**src/rtl/core/bpk_pkg.sv**
```systemverilog
package bpk_pkg;

	// field widths fixed by the stream format
	localparam int CODE_FIELD_BITS   = 16;
	localparam int BPK_MAX_CODE_BITS = 16;
	localparam int ACC_BITS          = 23;
	localparam int QUEUE_DEPTH       = 2;

	// request codes
	typedef enum logic [1:0] {
		REQ_WRITE = 2'd0,
		REQ_FLUSH = 2'd1,
		REQ_RAW   = 2'd2,
		REQ_NONE  = 2'd3
	} req_t;

	// one classified item handed from front to back
	typedef struct packed {
		logic [1:0]  nbytes;
		logic [15:0] data;
		logic        esc;
		logic [3:0]  free_bits;
		logic [2:0]  ones;
	} job_t;

	// queue status seen by both sides
	typedef struct packed {
		logic full;
		logic empty;
	} q_status_t;

	// run of ones at the bottom of the pending bits
	function automatic logic [2:0] count_trailing_ones(input logic [6:0] bits,
		input logic [2:0] cnt);
		logic [2:0] n;
		logic       run;
		n   = 3'd0;
		run = 1'b1;
		for (int i = 0; i < 7; i++) begin
			if (run && (3'(i) < cnt) && bits[i]) begin
				n = n + 3'd1;
			end else begin
				run = 1'b0;
			end
		end
		return n;
	endfunction

endpackage

```
**src/rtl/core/bpk_ifs.sv**
```systemverilog
interface bpk_in_if;
	import bpk_pkg::*;
	logic        valid;
	logic        ready;
	logic [1:0]  req_type;
	logic [15:0] code_bits;
	logic [4:0]  bit_count;
	logic        escape_enable;
	logic [15:0] raw_word;

	modport source (output valid, req_type, code_bits, bit_count, escape_enable, raw_word,
		input ready);
	modport sink (input valid, req_type, code_bits, bit_count, escape_enable, raw_word,
		output ready);
endinterface

interface bpk_out_if;
	import bpk_pkg::*;
	logic       valid;
	logic       ready;
	logic [7:0] out_byte;
	logic       byte_valid;
	logic       stuffed_zero;
	logic       last;
	logic [3:0] free_bits;
	logic [2:0] trailing_ones;

	modport source (output valid, out_byte, byte_valid, stuffed_zero, last, free_bits,
		trailing_ones, input ready);
	modport sink (input valid, out_byte, byte_valid, stuffed_zero, last, free_bits,
		trailing_ones, output ready);
endinterface

```
**src/rtl/core/bpk_front.sv**
```systemverilog
module bpk_front #(
	parameter int MAX_CODE_BITS = bpk_pkg::BPK_MAX_CODE_BITS
) (
	input  logic               clk,
	input  logic               arst_n,
	bpk_in_if.sink             req,
	input  bpk_pkg::q_status_t qs,
	output logic               push,
	output bpk_pkg::job_t      job
);
	import bpk_pkg::*;

	localparam int CODE_LIMIT = (MAX_CODE_BITS < CODE_FIELD_BITS) ? MAX_CODE_BITS
		: CODE_FIELD_BITS;

	logic [6:0]          pend_q;
	logic [2:0]          pcnt_q;
	logic [4:0]          n_sat;
	logic [4:0]          n_eff;
	logic [15:0]         code_eff;
	logic [ACC_BITS-1:0] acc;
	logic [ACC_BITS-1:0] acc_sh;
	logic [4:0]          total;
	logic [2:0]          rem;
	logic [6:0]          pend_d;
	logic [2:0]          pcnt_d;

	assign req.ready = !qs.full;
	assign push      = req.valid && !qs.full;

	// saturate the code length
	assign n_sat = (req.bit_count > 5'(CODE_LIMIT)) ? 5'(CODE_LIMIT) : req.bit_count;

	// pick the bits to append for each request kind
	always_comb begin
		n_eff    = 5'd0;
		code_eff = 16'd0;
		unique case (req_t'(req.req_type))
			REQ_WRITE: begin
				n_eff    = n_sat;
				code_eff = req.code_bits;
			end
			REQ_FLUSH: begin
				n_eff = (pcnt_q == 3'd0) ? 5'd0 : 5'd8 - {2'b00, pcnt_q};
			end
			REQ_RAW, REQ_NONE: begin
				n_eff = 5'd0;
			end
		endcase
	end

	// append and split into whole bytes and the new pending bits
	always_comb begin
		acc    = ({16'd0, pend_q} << n_eff)
			| ({7'd0, code_eff} & ~({ACC_BITS{1'b1}} << n_eff));
		total  = {2'b00, pcnt_q} + n_eff;
		rem    = total[2:0];
		acc_sh = acc >> rem;
		pend_d = acc[6:0] & ~(7'h7F << rem);
		pcnt_d = rem;
	end

	// classified item for the back end
	always_comb begin
		job.esc = 1'b0;
		if (req_t'(req.req_type) == REQ_RAW) begin
			job.nbytes    = 2'd2;
			job.data      = req.raw_word;
			job.free_bits = 4'd8 - {1'b0, pcnt_q};
			job.ones      = count_trailing_ones(pend_q, pcnt_q);
		end else begin
			job.nbytes    = total[4:3];
			job.data      = (total[4:3] == 2'd1) ? {acc_sh[7:0], 8'h00} : acc_sh[15:0];
			job.esc       = (req_t'(req.req_type) == REQ_WRITE) && req.escape_enable;
			job.free_bits = 4'd8 - {1'b0, pcnt_d};
			job.ones      = count_trailing_ones(pend_d, pcnt_d);
		end
	end

	// pending bit state
	always_ff @(posedge clk or negedge arst_n) begin
		if (!arst_n) begin
			pend_q <= 7'd0;
			pcnt_q <= 3'd0;
		end else if (push && (req_t'(req.req_type) != REQ_RAW)) begin
			pend_q <= pend_d;
			pcnt_q <= pcnt_d;
		end
	end

endmodule

```
**src/rtl/core/bpk_fifo.sv**
```systemverilog
module bpk_fifo (
	input  logic               clk,
	input  logic               arst_n,
	input  logic               push,
	input  bpk_pkg::job_t      wr_job,
	input  logic               pop,
	output bpk_pkg::job_t      head,
	output bpk_pkg::q_status_t qs
);
	import bpk_pkg::*;

	localparam int PW = (QUEUE_DEPTH > 1) ? $clog2(QUEUE_DEPTH) : 1;

	job_t          mem_q [QUEUE_DEPTH];
	logic [PW-1:0] wr_q;
	logic [PW-1:0] rd_q;
	logic [PW:0]   cnt_q;

	assign qs.full  = (cnt_q == (PW+1)'(QUEUE_DEPTH));
	assign qs.empty = (cnt_q == '0);
	assign head     = mem_q[rd_q];

	// storage
	always_ff @(posedge clk) begin
		if (push) begin
			mem_q[wr_q] <= wr_job;
		end
	end

	// pointers and fill count
	always_ff @(posedge clk or negedge arst_n) begin
		if (!arst_n) begin
			wr_q  <= '0;
			rd_q  <= '0;
			cnt_q <= '0;
		end else begin
			if (push) begin
				wr_q <= (wr_q == PW'(QUEUE_DEPTH - 1)) ? '0 : wr_q + PW'(1);
			end
			if (pop) begin
				rd_q <= (rd_q == PW'(QUEUE_DEPTH - 1)) ? '0 : rd_q + PW'(1);
			end
			if (push && !pop) begin
				cnt_q <= cnt_q + (PW+1)'(1);
			end else if (pop && !push) begin
				cnt_q <= cnt_q - (PW+1)'(1);
			end
		end
	end

endmodule

```
**src/rtl/core/bpk_back.sv**
```systemverilog
module bpk_back (
	input  logic               clk,
	input  logic               arst_n,
	input  bpk_pkg::job_t      head,
	input  bpk_pkg::q_status_t qs,
	output logic               pop,
	bpk_out_if.source          res
);
	import bpk_pkg::*;

	logic       idx_q;
	logic       stuff_q;
	logic       ov_q;
	logic [7:0] byte_q;
	logic       bvalid_q;
	logic       stuffed_q;
	logic       last_q;
	logic [3:0] free_q;
	logic [2:0] ones_q;

	logic [7:0] cur;
	logic       status_only;
	logic       need_stuff;
	logic       final_res;
	logic       fire;

	// current byte and what follows it
	always_comb begin
		cur         = idx_q ? head.data[7:0] : head.data[15:8];
		status_only = (head.nbytes == 2'd0);
		need_stuff  = !status_only && !stuff_q && head.esc && (cur == 8'hFF);
		final_res   = status_only || (!need_stuff && (idx_q == (head.nbytes == 2'd2)));
		fire        = !qs.empty && (!ov_q || res.ready);
		pop         = fire && final_res;
	end

	// byte sequencer
	always_ff @(posedge clk or negedge arst_n) begin
		if (!arst_n) begin
			idx_q   <= 1'b0;
			stuff_q <= 1'b0;
		end else if (fire) begin
			priority if (final_res) begin
				idx_q   <= 1'b0;
				stuff_q <= 1'b0;
			end else if (need_stuff) begin
				stuff_q <= 1'b1;
			end else begin
				stuff_q <= 1'b0;
				idx_q   <= 1'b1;
			end
		end
	end

	// output register valid
	always_ff @(posedge clk or negedge arst_n) begin
		if (!arst_n) begin
			ov_q <= 1'b0;
		end else if (fire) begin
			ov_q <= 1'b1;
		end else if (res.ready) begin
			ov_q <= 1'b0;
		end
	end

	// output register payload
	always_ff @(posedge clk) begin
		if (fire) begin
			byte_q    <= (status_only || stuff_q) ? 8'h00 : cur;
			bvalid_q  <= !status_only;
			stuffed_q <= stuff_q && !status_only;
			last_q    <= final_res;
			free_q    <= head.free_bits;
			ones_q    <= head.ones;
		end
	end

	assign res.valid         = ov_q;
	assign res.out_byte      = byte_q;
	assign res.byte_valid    = bvalid_q;
	assign res.stuffed_zero  = stuffed_q;
	assign res.last          = last_q;
	assign res.free_bits     = free_q;
	assign res.trailing_ones = ones_q;

endmodule

```
**src/rtl/core/jpeg_bit_packer_with_stuffing.sv**
```systemverilog
// channel  dir  payload                                                  accepted when
// req      in   req_type code_bits bit_count escape_enable raw_word      valid && ready
// res      out  out_byte byte_valid stuffed_zero last free_bits          valid && ready
//               trailing_ones
//
// the front takes one item per cycle while the two-entry queue has room
// the back sends one result per cycle while res is not stalled: one to four results per item
// an item that is taken is written into the queue and from there into the output register
// a stall on res fills the queue and then drops req.ready
// arst_n clears the pending bits, the queue and the output valid
module jpeg_bit_packer_with_stuffing #(
	parameter int MAX_CODE_BITS = bpk_pkg::BPK_MAX_CODE_BITS
) (
	input  logic       clk,
	input  logic       arst_n,
	bpk_in_if.sink     req,
	bpk_out_if.source  res
);
	import bpk_pkg::*;

	job_t      push_job;
	job_t      head;
	q_status_t qs;
	logic      push;
	logic      pop;

	bpk_front #(
		.MAX_CODE_BITS(MAX_CODE_BITS)
	) u_front (
		.clk   (clk),
		.arst_n(arst_n),
		.req   (req),
		.qs    (qs),
		.push  (push),
		.job   (push_job)
	);

	bpk_fifo u_fifo (
		.clk   (clk),
		.arst_n(arst_n),
		.push  (push),
		.wr_job(push_job),
		.pop   (pop),
		.head  (head),
		.qs    (qs)
	);

	bpk_back u_back (
		.clk   (clk),
		.arst_n(arst_n),
		.head  (head),
		.qs    (qs),
		.pop   (pop),
		.res   (res)
	);

endmodule

```
**src/flat_wrapper.sv**
```systemverilog
// flat-port wrapper written by rule: the top's interface ports become plain ports
module jpeg_bit_packer_with_stuffing_flat import bpk_pkg::*;
#(
	parameter int MAX_CODE_BITS = bpk_pkg::BPK_MAX_CODE_BITS
)
  (clk, arst_n, req_valid, req_req_type, req_code_bits, req_bit_count, req_escape_enable, req_raw_word, req_ready, res_valid, res_out_byte, res_byte_valid, res_stuffed_zero, res_last, res_free_bits, res_trailing_ones, res_ready);
  bpk_in_if req_i ();
  bpk_out_if res_i ();
  input  logic clk;
  input  logic arst_n;
  input wire logic [$bits(req_i.valid)-1:0] req_valid;
  input wire logic [$bits(req_i.req_type)-1:0] req_req_type;
  input wire logic [$bits(req_i.code_bits)-1:0] req_code_bits;
  input wire logic [$bits(req_i.bit_count)-1:0] req_bit_count;
  input wire logic [$bits(req_i.escape_enable)-1:0] req_escape_enable;
  input wire logic [$bits(req_i.raw_word)-1:0] req_raw_word;
  output wire logic [$bits(req_i.ready)-1:0] req_ready;
  output wire logic [$bits(res_i.valid)-1:0] res_valid;
  output wire logic [$bits(res_i.out_byte)-1:0] res_out_byte;
  output wire logic [$bits(res_i.byte_valid)-1:0] res_byte_valid;
  output wire logic [$bits(res_i.stuffed_zero)-1:0] res_stuffed_zero;
  output wire logic [$bits(res_i.last)-1:0] res_last;
  output wire logic [$bits(res_i.free_bits)-1:0] res_free_bits;
  output wire logic [$bits(res_i.trailing_ones)-1:0] res_trailing_ones;
  input wire logic [$bits(res_i.ready)-1:0] res_ready;
  assign req_i.valid = req_valid;
  assign req_i.req_type = req_req_type;
  assign req_i.code_bits = req_code_bits;
  assign req_i.bit_count = req_bit_count;
  assign req_i.escape_enable = req_escape_enable;
  assign req_i.raw_word = req_raw_word;
  assign req_ready = req_i.ready;
  assign res_valid = res_i.valid;
  assign res_out_byte = res_i.out_byte;
  assign res_byte_valid = res_i.byte_valid;
  assign res_stuffed_zero = res_i.stuffed_zero;
  assign res_last = res_i.last;
  assign res_free_bits = res_i.free_bits;
  assign res_trailing_ones = res_i.trailing_ones;
  assign res_i.ready = res_ready;
  jpeg_bit_packer_with_stuffing #(.MAX_CODE_BITS(MAX_CODE_BITS)) u_core (.clk(clk), .arst_n(arst_n), .req(req_i), .res(res_i));
endmodule
```
**config.mk**
```make
export PLATFORM = sky130hd
export DESIGN_NAME = jpeg_bit_packer_with_stuffing_flat
export DESIGN_NICKNAME = d
export VERILOG_FILES = /design/src/rtl/core/bpk_pkg.sv /design/src/rtl/core/bpk_ifs.sv /design/src/rtl/core/bpk_front.sv /design/src/rtl/core/bpk_fifo.sv /design/src/rtl/core/bpk_back.sv /design/src/rtl/core/jpeg_bit_packer_with_stuffing.sv /design/src/flat_wrapper.sv
export SDC_FILE = /design/constraint.sdc
export NUM_CORES = 1
export LEC_CHECK = 0
export ABC_AREA = 1
export BUFFER_PORTS_ARGS = -buffer_cell sky130_fd_sc_hd__buf_2
export CORE_UTILIZATION = 40
export CTS_CLUSTER_SIZE = 25
export DETAILED_ROUTE_END_ITERATION = 10
export GPL_TIMING_DRIVEN = 0
export PLACE_DENSITY_LB_ADDON = 0.05
export SYNTH_ARGS = -nofsm -noshare
export SYNTH_HDL_FRONTEND = slang
export SYNTH_SLANG_ARGS = --single-unit
```
**constraint.sdc**
```tcl
create_clock -name clk -period 7.1 [get_ports clk]
set_input_delay 0.355 -clock clk [delete_from_list [all_inputs] [get_ports clk]]
set_output_delay 0.355 -clock clk [all_outputs]
set_load 0.05 [all_outputs]
```
## Word-level counts from Yosys, hierarchy flattened

Memory sizes are Yosys's and may differ from the RTL's.
Cells that the tools add are included.

| storage, ports and cells | value |
|---|---|
| output and inout bits | 20 |
| register bits after elaboration | 35 |
| memories | 1 |
| RAM bits | 52 |
| word-level logic and storage cells | 197 |

| cells by class | value |
|---|---|
| mux-type cells | 71 |
| eq/ne operators | 10 |
| add/sub/neg operators | 20 |
| bitwise gates (word level) | 5 |
| shift-type cells | 4 |
| order comparisons | 15 |
| reduce and logical (&&, ||, !) cells | 57 |

Memories:

| memory | depth | bits a word | rd ports | clocked after Yosys merged registers in | wr ports | RTL line | source |
|---|---|---|---|---|---|---|---|
| u_core.u_fifo.mem_q | 2 | 26 | 1 | 0 | 1 | bpk_fifo.sv:14 | `job_t mem_q [QUEUE_DEPTH];` |

Operators with widths:

| kind | count |
|---|---|
| $mux W3 | 24 |
| $logic_and A1 B1 Y1 | 38 |
| $mux W1 | 37 |
| $add A3 B1 Y3 const B | 12 |
| $mux W16 | 2 |
| $and A16 B23 Y23 | 1 |
| $not A23 Y23 | 1 |
| $or A23 B23 Y23 | 1 |
| $shl A23 B5 Y23 const A | 1 |
| $shl A7 B5 Y23 | 1 |
| $shr A23 B3 Y16 | 1 |
| $lt A3 B3 Y1 const A | 6 |
| $mux W18 | 1 |
| $pmux W5 S3 | 1 |
| $lt A1 B3 Y1 const A | 4 |
| $lt A2 B3 Y1 const A | 4 |
| $mux W5 | 2 |
| $eq A2 B2 Y1 const B | 4 |
| $eq A8 B8 Y1 const B | 1 |
| $logic_not A1 Y1 | 8 |
| $mux W8 | 1 |
| $sub A4 B3 Y4 const A | 2 |
| $and A7 B7 Y7 | 1 |
| $mux W7 | 1 |
| other kinds (19) | 27 |

## Depth between registers and ports, before layout

| logic depth | value |
|---|---|
| depth after elaboration | 35 |
| mapped depth | 36 |

## Hierarchy

A second synthesis with hierarchy kept.

| second synthesis, totals | value |
|---|---|
| cell total of the unflattened synthesis | 784 |
| area, all modules | 6,247.2 sq um |

By module, submodules not included:

| module | instances | cells an instance | area each (sq um) | sequential area each (sq um) |
|---|---|---|---|---|
| bpk_front | 1 | 593 | 3,173.0 | 250.2 |
| bpk_fifo | 1 | 106 | 2,183.3 | 1,661.6 |
| bpk_back | 1 | 85 | 890.9 | 615.6 |

## Worst setup path before layout

Ideal clock, no wire load.

| timing | value |
|---|---|
| path type | reg-to-reg |
| from | reg u_core.u_front.pcnt_q[1] |
| to | mem u_core.u_fifo.mem_q[0][1] (netlist bit), data pin |
| data arrival time | 4.661 ns |
| required time | 6.837 ns |
| slack | 2.176 ns |
| path buffers | 1 |
| stages on the path, launching flop included | 30 |
| library setup time | 0.263 ns |
| clock period less this slack | 4.924 ns |
| path through | dfrtp_1 inv_2 ha_1 ha_1 nor2_1 nand2_2 nand2_4 buf_6 ha_1 fa_1 nor2_1 inv_1 nand2_1 nor2_1 ha_1 nand4_1 nand2_1 inv_1 ha_1 nand2_1 nand2_1 ha_1 nand2_1 nand2_1 ha_1 nand2_1 nand2_1 ha_1 o21ai_1 o21ai_1 |

RTL lines:

| what | RTL line | source |
|---|---|---|
| start: declaration | bpk_front.sv:17 | `logic [2:0] pcnt_q;` |
| start signal: assignment | bpk_front.sv:87 | `pcnt_q <= pcnt_d;` |
| end: declaration | bpk_fifo.sv:14 |  |

==> results.ini <==
[outcome]
outcome=finished, violations left
failed_checks=design-rule violations

[yosys]
yosys.area.top_type=sky130_fd_sc_hd__edfxtp_1
yosysMostFrequentCell=sky130_fd_sc_hd__nand2_1
synth_area_leaders=sky130_fd_sc_hd__edfxtp_1 (35%), sky130_fd_sc_hd__nand2_1 (13%), sky130_fd_sc_hd__nand3_1 (12%)
ys_top_cells_by_count=sky130_fd_sc_hd__nand2_1 (214), sky130_fd_sc_hd__nand3_1 (151), sky130_fd_sc_hd__edfxtp_1 (70)
synth.ff_latch_count=87
synthCells=780
synth_enable_flop_cells=70
yosys_warnings=0
synth.yosys.seq_area_share_pct=41.8
netlist-cell-type-count=47
postSynth.asyncResetShare_pct=19.5
post_synth_instance_area_um2=6050
ys_dominant_reg_cell=sky130_fd_sc_hd__edfxtp_1
mean_cell_area_of_the_mapped_netlist_um2=7.76
netlist.area_leader.share_pct=34.7
mappedNetlistNets=843

[route]
route.antenna.remaining_nets=0
routed-via-count=5668
drt-initial-drc-count=511
routedWlPerCell_um=17.4
totalWireLength_mm=18.2
first_pass_iters=8
viasPerCell=5.42
route.detailed.drc=10

[die]
placementRows=44
design.core.area_um2=14600
dieWidth_um=125
floorplan.die.height_um=125
start_util_pct=41.3
top_level_ports=64
die-area_um2=15600

[clock_tree]
cts_inserted_buffers=9
ctsRootBufferMaster=sky130_fd_sc_hd__clkbuf_16
count_of_h_tree_levels_built_during_cts=3
clk_pin_slew_worst_paths_ps=70
postCtsSetupRepairBufs=0
tritoncts=done
clk_latency_ps=350
cts_buffer_depth=2
cts.sink_count=87

[critical_path]
arrival_time_at_the_worst_endpoint_ps=5670
path_max_fanout=10
setup.worst_path.end_class=flip-flop
timing.rr.start=u_core.u_front.pcnt_q[0]$_DFFE_PN0P_
required_ps=7170
critical-path-slowest-cell=sky130_fd_sc_hd__dfrtp_1
critPathLaunchType=flip-flop
worst_setup_sp=u_core.u_front.pcnt_q[0]$_DFFE_PN0P_
worst-setup-path-type=reg -> reg
cp_common_cell=sky130_fd_sc_hd__nand2_1
timing.critical_path.slowest_cell_delay_ps=450

[grt]
overall_routing_resource_usage_pct=24.4
first_pass_grt_wire_length_mm=29.4
globalRoute.totalOverflow=0
grt_antenna_before_repair=0
grt_pass1_vias=5470
largest_net_degree_at_the_start_of_global_routing=28

[placement]
hpwl_mm=14.5
place_inst=1028
count_of_buffers_inserted_at_the_top_level_ports=63
place_worst_setup_slack_ps=1540
gpl.final_weighted_congestion=0.912

[finish]
final_cell_count_no_fill=1045
n_antenna_cell=0
final_nets=919
fillCellCount=1484
drive_above_1_share_pct=16.3
syn2layout_area_growth_pct=14.5
multi_input_logic_area_um2=3110
regArea_um2=2530

[sta]
finalClockSkew_ps=13.1
finalSetupViolations=0
totalNegativeSetupSlack_ps=0
finalWorstPathRequiredPeriod_ps=5610
fmax_mhz=178
timing.slew.headroom_pct=39.3
post-route-period-util_pct=79.0
hold_viol_final=0
worst_pin_slew_ps=908
grt_setup_unrepaired=false
drv_slew=0
fin_ws_ps=1490

[power_and_ir_drop]
power.sequential.fraction_pct=28.0
power.static_leakage_nw=3.11
power_report.internal_total_mw=1.70
combPwrFrac_pct=58.3
power_density_over_cell_area_nw_per_um2=500
peakVddDrop_v=0.000228
share_clk_of_total_power_pct=13.7
swShare_pct=51.0
power_switching_mw=1.77

[run]
max_cap_violations=0

[hold_path]
worstHoldPathType=in -> reg
min_from=res_ready

==> final cells by class <==
type	count	share of cell area [%]
inverters	77	4.17
well taps	184	3.32
multi-input cells	588	44.9
clock buffers	9	3.25
flip-flops and latches	87	36.5
plain buffers	28	1.91
clock inverters	7	1.03
repair buffers	65	4.91
==> cells by family (layout without fill, tap and decap cells) <==
logic type      Yosys count  count (layout)  synth area share (%)
simple gates            455             455                  34.6
buf+inv                 105             186                  6.97
compound gates          101             101                  10.7
flops                    87              87                  41.8
fa+ha+maj                19              19                  4.05
xor+xnor                 12              12                  1.74
mux                       1               1                 0.165
==> layout by cell type, fill, tap and decap left out, types with 5 or more instances in the layout <==
cell type,synthesis,final
sky130_fd_sc_hd__nor2_1,48,46
sky130_fd_sc_hd__clkbuf_16,0,9
sky130_fd_sc_hd__a31oi_1,5,5
sky130_fd_sc_hd__buf_2,4,67
sky130_fd_sc_hd__dfrtp_1,17,17
sky130_fd_sc_hd__nor2_2,4,5
sky130_fd_sc_hd__nand3_2,12,12
sky130_fd_sc_hd__xor2_1,6,6
sky130_fd_sc_hd__o211ai_1,18,18
sky130_fd_sc_hd__o21ai_0,31,31
sky130_fd_sc_hd__clkbuf_1,19,19
sky130_fd_sc_hd__xnor2_1,6,6
sky130_fd_sc_hd__inv_1,60,60
sky130_fd_sc_hd__nand2_1,214,214
sky130_fd_sc_hd__clkinv_1,5,5
sky130_fd_sc_hd__a21oi_1,17,17
sky130_fd_sc_hd__nand2_2,7,7
sky130_fd_sc_hd__inv_2,12,12
sky130_fd_sc_hd__nand4_1,6,6
sky130_fd_sc_hd__a32o_1,5,5
sky130_fd_sc_hd__edfxtp_1,70,70
sky130_fd_sc_hd__ha_1,18,18
sky130_fd_sc_hd__o21ai_1,7,7
sky130_fd_sc_hd__nand3_1,151,151
==> layer usage <==
metal	track usage [%]	part of all wire [%]	routed length, um	vias up
met5	0	0	0	-
li1	-	-	-	2843
met1	30.5	44	8040	2626
met3	3.94	4.6	828	33
met4	10.0	3.3	606	0
met2	42.2	48	8710	166
==> power by group through the flow <==
stage / Sequential (mW) / Combinational [mW] / Clock, mW
floorplan: 1.16 / 1.26 / 0
global placement: 0.982 / 1.98 / 0
detailed placement: 0.980 / 2.01 / 0
CTS: 0.970 / 2.02 / 0.484
global route: 0.990 / 2.25 / 0.506
finish: 0.970 / 2.02 / 0.474
==> flip-flops by register name, summed over array words and instances, names as in the netlist, 2 cells and up <==
name and count:
u_core.u_back.res.free_bits 4, u_core.u_back.res.trailing_ones 3, u_core.u_front.pend_q 7, u_core.u_back.res.out_byte 8, u_core.u_fifo.cnt_q 2, u_core.u_fifo.mem_q 52, u_core.u_front.pcnt_q 3
==> critical path: cells and delay by family, from the launching register on <==
family / cells / cell delay, ps
AOI/OAI and AO/OA: 2 / 290
adders and majority gates: 9 / 2370
buffers and inverters: 5 / 530
DFF: 1 / 450
and+or+nand+nor: 17 / 1690
==> stage by stage <==
| stage | hold slack [ps] | cell area [um^2] | util [%] | total power, mW |
|---|---|---|---|---|
| floorplan | 59.4 | 6050 | - | 2.42 |
| global placement | 338 | 6600 | 45.0 | 2.96 |
| detailed placement | 344 | 6620 | 45.2 | 2.99 |
| CTS | 199 | 6930 | 47.3 | 3.47 |
| global route | 203 | 6930 | 47.3 | 3.74 |
| finish | 213 | 6930 | 47.3 | 3.47 |
==> worst paths after layout <==
kind | endpoint | slack [ps] | cells past startpoint
min | u_core.u_back.res.valid$_DFFE_PN0P_ | 210 | 2
min reg2reg | u_core.u_back.res.trailing_ones[0]$_DFFE_PP_ | 510 | 2
max in group asynchronous | u_core.u_fifo.rd_q$_DFFE_PN0P_ | 6270 | 2
min in group asynchronous | u_core.u_front.pend_q[4]$_DFFE_PN0P_ | 500 | 2
max | u_core.u_fifo.mem_q[0][1]$_DFFE_PP_ | 1490 | 33
max reg2reg | u_core.u_fifo.mem_q[0][1]$_DFFE_PP_ | 1490 | 33
==> what timing repair did <==
action                    4_1_cts  5_1_grt
hold buffers                    1        0
gates resized for setup         0        0
hold endpoints to repair       17        0
Note: power is estimated with default switching activity, not from simulation.
